$ cat config.mk
export PLATFORM = sky130hd
export DESIGN_NAME = virtio_mmio_register_block
export DESIGN_NICKNAME = d
export VERILOG_FILES = /design/src/hdl/vmmio_pkg.sv /design/src/hdl/virtio_mmio_register_block.sv
export VERILOG_INCLUDE_DIRS = /design/src /design/src/hdl
export SDC_FILE = /design/constraint.sdc
export NUM_CORES = 1
export LEC_CHECK = 0
export BUFFER_PORTS_ARGS = -buffer_cell sky130_fd_sc_hd__buf_2
export CAP_MARGIN = 10
export CORE_MARGIN = 8
export CORE_UTILIZATION = 50
export DETAILED_ROUTE_END_ITERATION = 10
export GPL_TIMING_DRIVEN = 0
export PLACE_DENSITY = 0.74
export RECOVER_POWER = 25
export SYNTH_ARGS = -nofsm -noshare
export SYNTH_HDL_FRONTEND = slang
export SYNTH_SLANG_ARGS = --single-unit
$ cat constraint.sdc
create_clock -name i_clk -period 3 [get_ports i_clk]
set_input_delay 0.45 -clock i_clk [delete_from_list [all_inputs] [get_ports i_clk]]
set_output_delay 0.45 -clock i_clk [all_outputs]
set_load 0.01 [all_outputs]
$ cat src/hdl/virtio_mmio_register_block_defines.svh
// Assertion macros shared by the virtio MMIO register block RTL.
// Simulation builds get concurrent assertions; synthesis builds get empty bodies.
// No other file or package is needed.
`ifndef VIRTIO_MMIO_REGISTER_BLOCK_DEFINES_SVH
`define VIRTIO_MMIO_REGISTER_BLOCK_DEFINES_SVH

`ifndef SYNTHESIS
`define VMMIO_ASSERT_NOW(label, clk, rst_n, ante, cons) \
    label: assert property (@(posedge clk) disable iff (!(rst_n)) (ante) |-> (cons)) \
        else $error("virtio mmio register block: same-cycle check failed");
`define VMMIO_ASSERT_NEXT(label, clk, rst_n, ante, cons) \
    label: assert property (@(posedge clk) disable iff (!(rst_n)) (ante) |=> (cons)) \
        else $error("virtio mmio register block: next-cycle check failed");
`else
`define VMMIO_ASSERT_NOW(label, clk, rst_n, ante, cons)
`define VMMIO_ASSERT_NEXT(label, clk, rst_n, ante, cons)
`endif

`endif

$ cat src/hdl/vmmio_pkg.sv
// Types and constants of the virtio MMIO register block.
// Holds register offsets, access kinds and the result item layout; depends on nothing.
package vmmio_pkg;

    typedef enum logic [1:0] {
        MODE_READ  = 2'd0,
        MODE_WRITE = 2'd1,
        MODE_RAISE = 2'd2
    } t_mode;

    typedef enum logic [1:0] {
        CFG_DEVICE_KIND      = 2'd0,
        CFG_VENDOR_CODE      = 2'd1,
        CFG_OFFERED_FEATURES = 2'd2,
        CFG_QUEUE_COUNT      = 2'd3
    } t_cfg_index;

    localparam logic [11:0] OFF_MAGIC          = 12'h000;
    localparam logic [11:0] OFF_VERSION        = 12'h004;
    localparam logic [11:0] OFF_DEVICE_ID      = 12'h008;
    localparam logic [11:0] OFF_VENDOR_ID      = 12'h00C;
    localparam logic [11:0] OFF_DEV_FEATURES   = 12'h010;
    localparam logic [11:0] OFF_DEV_FEAT_SEL   = 12'h014;
    localparam logic [11:0] OFF_DRV_FEATURES   = 12'h020;
    localparam logic [11:0] OFF_DRV_FEAT_SEL   = 12'h024;
    localparam logic [11:0] OFF_QUEUE_SEL      = 12'h030;
    localparam logic [11:0] OFF_QUEUE_NUM_MAX  = 12'h034;
    localparam logic [11:0] OFF_QUEUE_NUM      = 12'h038;
    localparam logic [11:0] OFF_QUEUE_READY    = 12'h044;
    localparam logic [11:0] OFF_QUEUE_NOTIFY   = 12'h050;
    localparam logic [11:0] OFF_IRQ_STATUS     = 12'h060;
    localparam logic [11:0] OFF_IRQ_ACK        = 12'h064;
    localparam logic [11:0] OFF_STATUS         = 12'h070;
    localparam logic [11:0] OFF_DESC_LOW       = 12'h080;
    localparam logic [11:0] OFF_DESC_HIGH      = 12'h084;
    localparam logic [11:0] OFF_AVAIL_LOW      = 12'h090;
    localparam logic [11:0] OFF_AVAIL_HIGH     = 12'h094;
    localparam logic [11:0] OFF_USED_LOW       = 12'h0A0;
    localparam logic [11:0] OFF_USED_HIGH      = 12'h0A4;

    localparam logic [31:0] MAGIC_VALUE    = 32'h7472_6976;
    localparam logic [31:0] VERSION_VALUE  = 32'd2;
    localparam logic [31:0] DEFAULT_VENDOR = 32'h554D_4551;
    localparam int          STATUS_DRIVER_OK_BIT = 2;

    typedef struct packed {
        logic        unhandled_access;
        logic        irq_pending;
        logic        reset_event;
        logic        driver_ok_event;
        logic [2:0]  notify_queue;
        logic        notify_valid;
        logic [31:0] read_data;
    } t_result;

endpackage

$ cat src/hdl/virtio_mmio_register_block.sv
// Register file of a version-2 virtio MMIO transport, in a single module.
// Depends on vmmio_pkg and on virtio_mmio_register_block_defines.svh for assertions.
//
// Usage:
// The slave stream carries one bus access per item: tuser selects a read, a write
// or an interrupt raise, and tdata holds the register offset and the write data.
// The master stream returns exactly one result item per accepted item: read data,
// the queue notify, DRIVER_OK and device reset events, the interrupt line state
// and an unhandled-access flag. A separate config channel sets the device id,
// vendor id, offered features and queue count; it is always ready. The user must write it
// only while the block is idle; the block itself does not enforce this.
// The result is registered: an item accepted at one edge has its result on the
// master side after that edge. Throughput is one item per cycle while results are
// taken, set by the single decode and update pass that feeds the result register.
// When the receiver stalls, the result register holds and o_s_tready drops, so
// the slave side waits; it rises again in the cycle the result is taken.
// A synchronous reset clears the queue state, the config and all other registers but the result data,
// with queue count one; the block accepts items in the first cycle after reset.
`include "virtio_mmio_register_block_defines.svh"

module virtio_mmio_register_block #(
    parameter int MAX_QUEUES    = 8,
    parameter int QUEUE_NUM_MAX = 256
) (
    input  logic        i_clk,
    input  logic        i_rst_n,
    // Slave stream of access items.
    input  logic        i_s_tvalid,
    output logic        o_s_tready,
    input  logic [1:0]  i_s_tuser,   // mode
    input  logic [47:0] i_s_tdata,   // reg_offset [11:0], write_data [43:12], zero fill
    // Master stream of result items.
    output logic        o_m_tvalid,
    input  logic        i_m_tready,
    output logic [39:0] o_m_tdata,   // read_data, notify_valid, notify_queue,
                                     // driver_ok_event, reset_event, irq_pending,
                                     // unhandled_access
    // Configuration write channel.
    input  logic        i_cfg_valid,
    output logic        o_cfg_ready,
    input  logic [1:0]  i_cfg_index,
    input  logic [63:0] i_cfg_data
);

    localparam int QW = (MAX_QUEUES > 1) ? $clog2(MAX_QUEUES) : 1;

    logic [7:0]  r_device_kind;
    logic [31:0] r_vendor_code;
    logic [63:0] r_offered_features;
    logic [3:0]  r_queue_count;

    logic        r_dev_feat_select, n_dev_feat_select;
    logic        r_drv_feat_select, n_drv_feat_select;
    logic [63:0] r_accepted_features, n_accepted_features;
    logic [31:0] r_selected_queue, n_selected_queue;
    logic [31:0] r_device_status, n_device_status;
    logic [31:0] r_interrupt_bits, n_interrupt_bits;

    logic [15:0] r_queue_size [MAX_QUEUES];
    logic [15:0] n_queue_size [MAX_QUEUES];
    logic        r_queue_ready [MAX_QUEUES];
    logic        n_queue_ready [MAX_QUEUES];
    logic [63:0] r_desc_addr [MAX_QUEUES];
    logic [63:0] n_desc_addr [MAX_QUEUES];
    logic [63:0] r_avail_addr [MAX_QUEUES];
    logic [63:0] n_avail_addr [MAX_QUEUES];
    logic [63:0] r_used_addr [MAX_QUEUES];
    logic [63:0] n_used_addr [MAX_QUEUES];

    logic                 r_out_valid;
    vmmio_pkg::t_result   r_out;
    vmmio_pkg::t_result   result;

    logic          s_accept;
    logic [11:0]   in_offset;
    logic [31:0]   in_data;
    logic [31:0]   live_queues;
    logic          sel_ok;
    logic [QW-1:0] qidx;

    assign o_s_tready  = !r_out_valid || i_m_tready;
    assign s_accept    = i_s_tvalid && o_s_tready;
    assign in_offset   = i_s_tdata[11:0];
    assign in_data     = i_s_tdata[43:12];
    assign o_cfg_ready = 1'b1;

    assign live_queues = ({28'd0, r_queue_count} < 32'(MAX_QUEUES)) ?
                         {28'd0, r_queue_count} : 32'(MAX_QUEUES);
    assign sel_ok      = r_selected_queue < live_queues;
    assign qidx        = r_selected_queue[QW-1:0];

    always_comb begin
        n_dev_feat_select   = r_dev_feat_select;
        n_drv_feat_select   = r_drv_feat_select;
        n_accepted_features = r_accepted_features;
        n_selected_queue    = r_selected_queue;
        n_device_status     = r_device_status;
        n_interrupt_bits    = r_interrupt_bits;
        n_queue_size        = r_queue_size;
        n_queue_ready       = r_queue_ready;
        n_desc_addr         = r_desc_addr;
        n_avail_addr        = r_avail_addr;
        n_used_addr         = r_used_addr;
        result              = '0;

        if (s_accept) begin
            case (vmmio_pkg::t_mode'(i_s_tuser))
                vmmio_pkg::MODE_READ: begin
                    case (in_offset)
                        vmmio_pkg::OFF_MAGIC:         result.read_data = vmmio_pkg::MAGIC_VALUE;
                        vmmio_pkg::OFF_VERSION:       result.read_data = vmmio_pkg::VERSION_VALUE;
                        vmmio_pkg::OFF_DEVICE_ID:     result.read_data = {24'd0, r_device_kind};
                        vmmio_pkg::OFF_VENDOR_ID: begin
                            result.read_data = (r_vendor_code != 32'd0) ?
                                               r_vendor_code : vmmio_pkg::DEFAULT_VENDOR;
                        end
                        vmmio_pkg::OFF_DEV_FEATURES: begin
                            result.read_data = r_dev_feat_select ?
                                               r_offered_features[63:32] :
                                               r_offered_features[31:0];
                        end
                        vmmio_pkg::OFF_QUEUE_NUM_MAX: result.read_data = 32'(QUEUE_NUM_MAX);
                        vmmio_pkg::OFF_QUEUE_READY: begin
                            result.read_data = {31'd0, sel_ok && r_queue_ready[qidx]};
                        end
                        vmmio_pkg::OFF_IRQ_STATUS:    result.read_data = r_interrupt_bits;
                        vmmio_pkg::OFF_STATUS:        result.read_data = r_device_status;
                        default:                      result.unhandled_access = 1'b1;
                    endcase
                end
                vmmio_pkg::MODE_WRITE: begin
                    case (in_offset)
                        vmmio_pkg::OFF_DEV_FEAT_SEL: n_dev_feat_select = in_data[0];
                        vmmio_pkg::OFF_DRV_FEATURES: begin
                            if (r_drv_feat_select) begin
                                n_accepted_features[63:32] = in_data;
                            end else begin
                                n_accepted_features[31:0] = in_data;
                            end
                        end
                        vmmio_pkg::OFF_DRV_FEAT_SEL: n_drv_feat_select = in_data[0];
                        vmmio_pkg::OFF_QUEUE_SEL:    n_selected_queue = in_data;
                        vmmio_pkg::OFF_QUEUE_NUM: begin
                            if (sel_ok) n_queue_size[qidx] = in_data[15:0];
                        end
                        vmmio_pkg::OFF_QUEUE_READY: begin
                            if (sel_ok) n_queue_ready[qidx] = in_data[0];
                        end
                        vmmio_pkg::OFF_QUEUE_NOTIFY: begin
                            if (in_data < live_queues) begin
                                result.notify_valid = 1'b1;
                                result.notify_queue = in_data[2:0];
                            end
                        end
                        vmmio_pkg::OFF_IRQ_ACK: n_interrupt_bits = r_interrupt_bits & ~in_data;
                        vmmio_pkg::OFF_STATUS: begin
                            n_device_status = in_data;
                            result.driver_ok_event =
                                in_data[vmmio_pkg::STATUS_DRIVER_OK_BIT] &&
                                !r_device_status[vmmio_pkg::STATUS_DRIVER_OK_BIT];
                            if (in_data == 32'd0 && r_device_status != 32'd0) begin
                                result.reset_event  = 1'b1;
                                n_accepted_features = '0;
                                n_dev_feat_select   = 1'b0;
                                n_drv_feat_select   = 1'b0;
                                n_interrupt_bits    = '0;
                                for (int i = 0; i < MAX_QUEUES; i++) begin
                                    n_queue_size[i]  = '0;
                                    n_queue_ready[i] = 1'b0;
                                    n_desc_addr[i]   = '0;
                                    n_avail_addr[i]  = '0;
                                    n_used_addr[i]   = '0;
                                end
                            end
                        end
                        vmmio_pkg::OFF_DESC_LOW: begin
                            if (sel_ok) n_desc_addr[qidx][31:0] = in_data;
                        end
                        vmmio_pkg::OFF_DESC_HIGH: begin
                            if (sel_ok) n_desc_addr[qidx][63:32] = in_data;
                        end
                        vmmio_pkg::OFF_AVAIL_LOW: begin
                            if (sel_ok) n_avail_addr[qidx][31:0] = in_data;
                        end
                        vmmio_pkg::OFF_AVAIL_HIGH: begin
                            if (sel_ok) n_avail_addr[qidx][63:32] = in_data;
                        end
                        vmmio_pkg::OFF_USED_LOW: begin
                            if (sel_ok) n_used_addr[qidx][31:0] = in_data;
                        end
                        vmmio_pkg::OFF_USED_HIGH: begin
                            if (sel_ok) n_used_addr[qidx][63:32] = in_data;
                        end
                        default: result.unhandled_access = 1'b1;
                    endcase
                end
                vmmio_pkg::MODE_RAISE: n_interrupt_bits = r_interrupt_bits | in_data;
                default: ;
            endcase
        end
        result.irq_pending = (n_interrupt_bits != 32'd0);
    end

    always_ff @(posedge i_clk) begin
        if (!i_rst_n) begin
            r_device_kind       <= '0;
            r_vendor_code       <= '0;
            r_offered_features  <= '0;
            r_queue_count       <= 4'd1;
        end else if (i_cfg_valid) begin
            case (vmmio_pkg::t_cfg_index'(i_cfg_index))
                vmmio_pkg::CFG_DEVICE_KIND:      r_device_kind      <= i_cfg_data[7:0];
                vmmio_pkg::CFG_VENDOR_CODE:      r_vendor_code      <= i_cfg_data[31:0];
                vmmio_pkg::CFG_OFFERED_FEATURES: r_offered_features <= i_cfg_data;
                vmmio_pkg::CFG_QUEUE_COUNT:      r_queue_count      <= i_cfg_data[3:0];
                default: ;
            endcase
        end
    end

    always_ff @(posedge i_clk) begin
        if (!i_rst_n) begin
            r_dev_feat_select   <= 1'b0;
            r_drv_feat_select   <= 1'b0;
            r_accepted_features <= '0;
            r_selected_queue    <= '0;
            r_device_status     <= '0;
            r_interrupt_bits    <= '0;
            for (int i = 0; i < MAX_QUEUES; i++) begin
                r_queue_size[i]  <= '0;
                r_queue_ready[i] <= 1'b0;
                r_desc_addr[i]   <= '0;
                r_avail_addr[i]  <= '0;
                r_used_addr[i]   <= '0;
            end
        end else begin
            r_dev_feat_select   <= n_dev_feat_select;
            r_drv_feat_select   <= n_drv_feat_select;
            r_accepted_features <= n_accepted_features;
            r_selected_queue    <= n_selected_queue;
            r_device_status     <= n_device_status;
            r_interrupt_bits    <= n_interrupt_bits;
            r_queue_size        <= n_queue_size;
            r_queue_ready       <= n_queue_ready;
            r_desc_addr         <= n_desc_addr;
            r_avail_addr        <= n_avail_addr;
            r_used_addr         <= n_used_addr;
        end
    end

    always_ff @(posedge i_clk) begin
        if (!i_rst_n) begin
            r_out_valid <= 1'b0;
        end else if (o_s_tready) begin
            r_out_valid <= i_s_tvalid;
        end
    end

    always_ff @(posedge i_clk) begin
        if (s_accept) begin
            r_out <= result;
        end
    end

    assign o_m_tvalid = r_out_valid;
    assign o_m_tdata  = {r_out.unhandled_access, r_out.irq_pending, r_out.reset_event,
                         r_out.driver_ok_event, r_out.notify_queue, r_out.notify_valid,
                         r_out.read_data};

    `VMMIO_ASSERT_NOW(a_stall_holds_result, i_clk, i_rst_n, !o_s_tready, r_out_valid)
    `VMMIO_ASSERT_NOW(a_notify_clean, i_clk, i_rst_n, r_out_valid && r_out.notify_valid, r_out.read_data == 32'd0 && !r_out.unhandled_access)
    `VMMIO_ASSERT_NOW(a_driver_ok_status, i_clk, i_rst_n, r_out_valid && r_out.driver_ok_event, r_device_status[vmmio_pkg::STATUS_DRIVER_OK_BIT])
    `VMMIO_ASSERT_NOW(a_reset_clears, i_clk, i_rst_n, r_out_valid && r_out.reset_event, r_device_status == 32'd0 && r_interrupt_bits == 32'd0 && !r_out.irq_pending)
    `VMMIO_ASSERT_NEXT(a_raise_sets_irq, i_clk, i_rst_n, s_accept && i_s_tuser == vmmio_pkg::MODE_RAISE && in_data != 32'd0, r_interrupt_bits != 32'd0)

endmodule
After elaboration in Yosys (flattened, before gate mapping)
Cells that the tools add are included.
{"block": "totals", "ff_bits": 254, "output_inout_bits": 43, "word_cells": 115}
{"block": "classes", "magnitude_cmp": 5, "n_eq_ne": 28, "mux": 24, "bitwise": 4, "n_reduce_logical": 30}
{"op": "case mux 32 bit (9 select lines)", "count": 1}
{"op": "two-way mux 32 bit", "count": 4}
{"op": "case mux 32 bit (2 select lines)", "count": 2}
{"op": "nonzero test 32 bit", "count": 3}
{"op": "equality test 12 x 8 -> 1 bit (second input constant)", "count": 6}
{"op": "less-than comparator 32 x 4 -> 1 bit", "count": 2}
{"op": "equality test 12 x 6 -> 1 bit (second input constant)", "count": 5}
{"op": "equality test 12 x 7 -> 1 bit (second input constant)", "count": 5}
{"op": "AND 32 bit", "count": 1}
{"op": "logical NOT 32 bit", "count": 1}
{"op": "inverter 32 bit", "count": 1}
{"op": "bitwise OR 32 bit", "count": 1}
{"op": "equality test 12 x 4 -> 1 bit (second input constant)", "count": 2}
{"op": "equality test 12 x 5 -> 1 bit (second input constant)", "count": 2}
{"op": "two-way mux 8 bit", "count": 2}
{"op": "case mux 8 bit (2 select lines)", "count": 1}
{"op": "OR reduction 15 bit", "count": 1}
{"op": "equality test 12 x 3 -> 1 bit (second input constant)", "count": 1}
{"op": "logical NOT 12 bit", "count": 1}
{"op": "AND reduction 2 bit", "count": 6}
{"op": "AND reduction 3 bit", "count": 3}
{"op": "OR reduction 9 bit", "count": 1}
{"op": "bitwise mux 8 bit", "count": 1}
{"op": "two-way mux 1 bit", "count": 8}
{"op": "18 further kinds", "count": 30}

Longest topological paths before layout
{"block": "logic_depth", "ltp_word": 8, "ltp_mapped": 12, "mapped_depth_nobuf": 10}

Worst setup path before layout
Ideal clock, no wire load.
{"block": "synth_timing", "kind": "input port to flip-flop", "from": "input port i_m_tready", "to": "register r_selected_queue[10]", "setup_time_ps": 117, "arrival_ps": 3077, "slack_ps": -194, "cell_stages": 10, "path_cell_list": "nor2b_1 -> clkbuf_1 -> inv_2 -> and2_1 -> nand2_1 -> nor2_1 -> nand3_1 -> clkbuf_1 -> mux2i_1 -> nor2b_1"}
{"block": "synth_between", "elab_chain_len": 3}
{"element": "start: declaration", "line_no": "virtio_mmio_register_block.sv:34", "rtl": "input logic i_m_tready,"}
{"element": "logical OR 1 bit", "line_no": "virtio_mmio_register_block.sv:81", "rtl": "assign o_s_tready = !r_out_valid || i_m_tready;"}
{"element": "net o_s_tready", "line_no": "virtio_mmio_register_block.sv:29", "rtl": "output logic o_s_tready,"}
{"element": "logical AND 1 bit", "line_no": "virtio_mmio_register_block.sv:82", "rtl": "assign s_accept = i_s_tvalid && o_s_tready;"}
{"element": "net s_accept", "line_no": "virtio_mmio_register_block.sv:74", "rtl": "logic s_accept;"}
{"element": "AND reduction 3 bit (no line)"}
{"element": "end signal: assignment", "line_no": "virtio_mmio_register_block.sv:240", "rtl": "r_selected_queue <= n_selected_queue;"}
{"element": "end: declaration", "line_no": "virtio_mmio_register_block.sv:55", "rtl": "logic [31:0] r_selected_queue, n_selected_queue;"}
The timed path passes the listed nets, and every way through them passes these cells.
A chain may end at the register's enable or synchronous reset.

==> results.md <==
- Sw frac: 0.250
- Hold_buf cts: 0
- Top-area cell type share of the netlist area: 0.360
- Main synth FF type: dfxtp_1
- Worst-case hold path end point: r_offered_features[38]$_SDFFE_PN0P_
- Syn nets: 1483
- RR Endpoint: o_m_tdata[38]$_DFFE_PP_
- Multi-input logic area: 0.00612 mm²
- Critical R2R Launch: o_m_tvalid$_SDFFE_PN0N_
- Setup crit start kind: primary input
- Routed vias/inst: 6.02
- Sequential share of the synthesized area: 0.461
- First-pass GRT wire length: 63000 µm
- Layout Nets: 1678
- Setup Viol. Count Final: 0
- Row count: 56
- Max-slew headroom: 0.389
- Synth unique cells: 66
- Filler cells: 2147
- Hold Path Class: primary input to flip-flop
- Detailed Place HPWL: 31100 µm
- Antenna violations before repair: 0
- Clk_lat worst skew: 0.56 ns
- Area delta synth->final: 18.9%
- DRC Markers: 0
- Setup TNS: 0 ns
- Ys Warns: 0
- Core box area: 0.0234 mm²
- Clock root buffer: clkbuf_16
- Fin cells: 1889
- Final hold violation count: 0
- Reg2reg path depth: 10
- PwrDens: 542 mW/mm²
- Status: finished, final reports clean
- Slew Limit Fails: 0
- WS Path Type: primary input to flip-flop
- Clock transition at path regs: 0.06 ns
- Routed WL per cell: 21.9 µm
- ANT nets after route: 0
- Post-synth ARST share: 0
- Cell area after layout: 0.0142 mm²
- Ports: 164
- Min-Delay Path Depth: 3
- Via count: 11366
- GRT Overall Usage: 0.278
- Crit path max fanout: 6
- Placed Area: 0.0131 mm²
- Combinational share of power: 0.091
- Port Buffers: 155
- Gate Count Post-Synth: 1353
- CTS Sinks: 254
- DRT iter0 DRCs: 1242
- Fraction of layout cells with a size suffix above 1: 0.161
- Synth area leader: dfxtp_1
- Worst Max-Slew Pin Slew: 0.917 ns
- Die area: 0.0290 mm²
- Crit. End Element: flip-flop
- Static Leakage: 0.00513 µW
- Critical Path RT: 3.27 ns
- Register Area: 0.00549 mm²
- R2r setup slk: 0.11 ns
- Worst path arrival time: 3.19 ns
- H-tree lvl count: 1
- Clock Power Share: 0.437
- Min Tclk post-route: 2.92 ns
- Power Internal: 5760 µW
- Clock Path Buffers: 3
- Initial core utilization: 0.509
- Die Span X: 170 µm
- Vias in the first global route: 10864
- Sequential fraction of design power: 0.473
- Die height: 170 µm
- TritonRoute pass-1 iters: 10
- Total power: 7680 µW
- Seq cells post-synth: 254
- Post-Place Cells: 1827
- Layout Skew: 0.0204 ns
- Largest cells by area after synthesis: dfxtp_1 36%, nand2_1 11%, edfxtp_1 10%
- Avg Synthesized Cell Area: 8.80 µm²
- Syn Std Cell Area: 0.0119 mm²
- Maximum vdd drop: 364 µV
- Hold Crit Start: i_cfg_data[38]
- DRT Wirelength: 41300 µm
- ANT cells: 0
- Crit share post-route: 0.972
- Psw: 1920 µW
- CTS tree: yes
- Total of max-cap violations: 0
- Num CTS Buffers: 28
- Largest net degree at the start of global routing: 22
- GRT overflow: 0
- Fmax: 343 MHz
- Final Wtd Congestion: 0.951
- Post-synth EDFFs: 40
cells by family (layout without fill, tap and decap cells):
logic type,Yosys count,in the layout,synth area share
AND/OR/NAND/NOR,556,558,0.218
AO/OA/AOI/OAI,337,337,0.202
flip-flops,254,254,0.461
buffers and inverters,117,332,0.0373
multiplexers,79,79,0.0720
adder cells (fa/ha/maj),9,9,0.00946
other,1,1,0.000315
worst max-delay path, stage by stage:
cell,delay [ns]
buf_2,0.15
or4_4,0.59
nor4b_4,0.35
o211ai_4,0.17
or3_1,0.35
buf_2,0.18
a32oi_2,0.24
nand3_1,0.15
nor4_4,0.37
a32oi_1,0.18
sequential cells by signal, indices dropped and copies added, names as in the netlist, 8 cells and up:
register	count
r_vendor_code	32
r_device_status	32
r_interrupt_bits	32
r_device_kind	8
o_m_tdata	40
r_queue_ready	8
r_selected_queue	32
r_offered_features	64
stage by stage:
| step | hold slack, ns | utilization | worst slack (ns) |
|---|---|---|---|
| 2_1_floorplan | 0.440 | - | 0.0544 |
| 3_3_place_gp | 0.448 | 0.559 | -0.978 |
| 3_5_place_dp | 0.454 | 0.559 | -1.03 |
| 4_1_cts | 0.128 | 0.600 | 0.00265 |
| 5_1_grt | 0.142 | 0.605 | -0.0357 |
| 6_report | 0.140 | 0.605 | 0.0828 |
layer usage:
metal,global-route usage,share of wire
met1,0.363,0.41
met2,0.456,0.47
met3,0.0463,0.087
met4,0.101,0.035
met5,0,0
power groups by stage:
stage	combinational (µW)	clock [µW]	sequential [µW]
floorplan	347	0	3690
global placement	647	0	3700
detailed placement	652	0	3700
CTS	670	3370	3630
global route	750	3510	3640
finish	695	3350	3630
layout by cell type (no fill, tap or decap), types with 5 or more instances in the layout:
| cell | Yosys | final |
|---|---|---|
| a41oi_1 | 8 | 8 |
| nand2_1 | 337 | 337 |
| nand3_1 | 12 | 11 |
| nor3_1 | 13 | 11 |
| mux2_2 | 33 | 33 |
| nor2_1 | 35 | 35 |
| o31ai_1 | 6 | 6 |
| a21boi_0 | 136 | 136 |
| ha_1 | 9 | 9 |
| edfxtp_1 | 40 | 40 |
| buf_2 | 1 | 127 |
| a221oi_1 | 6 | 6 |
| a31oi_1 | 13 | 13 |
| a22oi_1 | 25 | 24 |
| clkbuf_16 | 0 | 28 |
| nor3b_1 | 5 | 5 |
| dfxtp_1 | 214 | 214 |
| and2_1 | 8 | 7 |
| and3_1 | 6 | 6 |
| nand4_1 | 23 | 23 |
| clkinv_2 | 0 | 5 |
| a21oi_1 | 39 | 39 |
| nor2b_1 | 49 | 49 |
| a22o_1 | 7 | 7 |
| inv_1 | 15 | 15 |
| clkbuf_2 | 0 | 13 |
| buf_4 | 1 | 10 |
| mux2i_1 | 44 | 44 |
| o311a_1 | 5 | 5 |
| nor4_1 | 36 | 33 |
| o21ai_0 | 45 | 45 |
| a222oi_1 | 14 | 14 |
| clkbuf_1 | 97 | 121 |
worst max path at each step:
stage | startpoint | to | slack (ns) | cells after the start
4_1_cts | i_s_tdata[37] | o_m_tdata[38]$_DFFE_PP_ | 0.003 | 10
3_3_place_gp | i_s_tuser[0] | o_m_tdata[38]$_DFFE_PP_ | -0.98 | 12
6_report | i_s_tdata[37] | o_m_tdata[38]$_DFFE_PP_ | 0.08 | 10
3_5_place_dp | i_s_tuser[0] | o_m_tdata[38]$_DFFE_PP_ | -1.03 | 12
2_1_floorplan | i_s_tdata[29] | o_m_tdata[38]$_DFFE_PP_ | 0.05 | 9
5_1_grt | o_m_tvalid$_SDFFE_PN0N_ | o_m_tdata[38]$_DFFE_PP_ | -0.04 | 11
repair_timing:
item | 4_1_cts | 5_1_grt
gates resized for setup | 15 | 33
pin swaps | 2 | 7
setup buffers | 2 | 6
setup endpoints to repair | 104 | 73
gates cloned | 1 | 1
Yosys cell counts, types with 9 or more instances:
master / number
a222oi_1: 14
o21ai_0: 45
nor4_1: 36
a31oi_1: 13
a21boi_0: 136
a21oi_1: 39
nor2b_1: 49
dfxtp_1: 214
mux2i_1: 44
nor3_1: 13
mux2_2: 33
ha_1: 9
clkbuf_1: 97
edfxtp_1: 40
a22oi_1: 25
inv_1: 15
nand3_1: 12
nor2_1: 35
nand2_1: 337
nand4_1: 23
cell type report:
type / instances / area share
multi-input combinational: 984 / 0.432
sequential: 254 / 0.388
timing repair buffer: 163 / 0.0564
clock buffer: 39 / 0.0538
buffer: 101 / 0.0286
tap: 319 / 0.0282
clock inverter: 13 / 0.00875
inverter: 16 / 0.00424
Note: power is estimated with default switching activity, not from simulation.
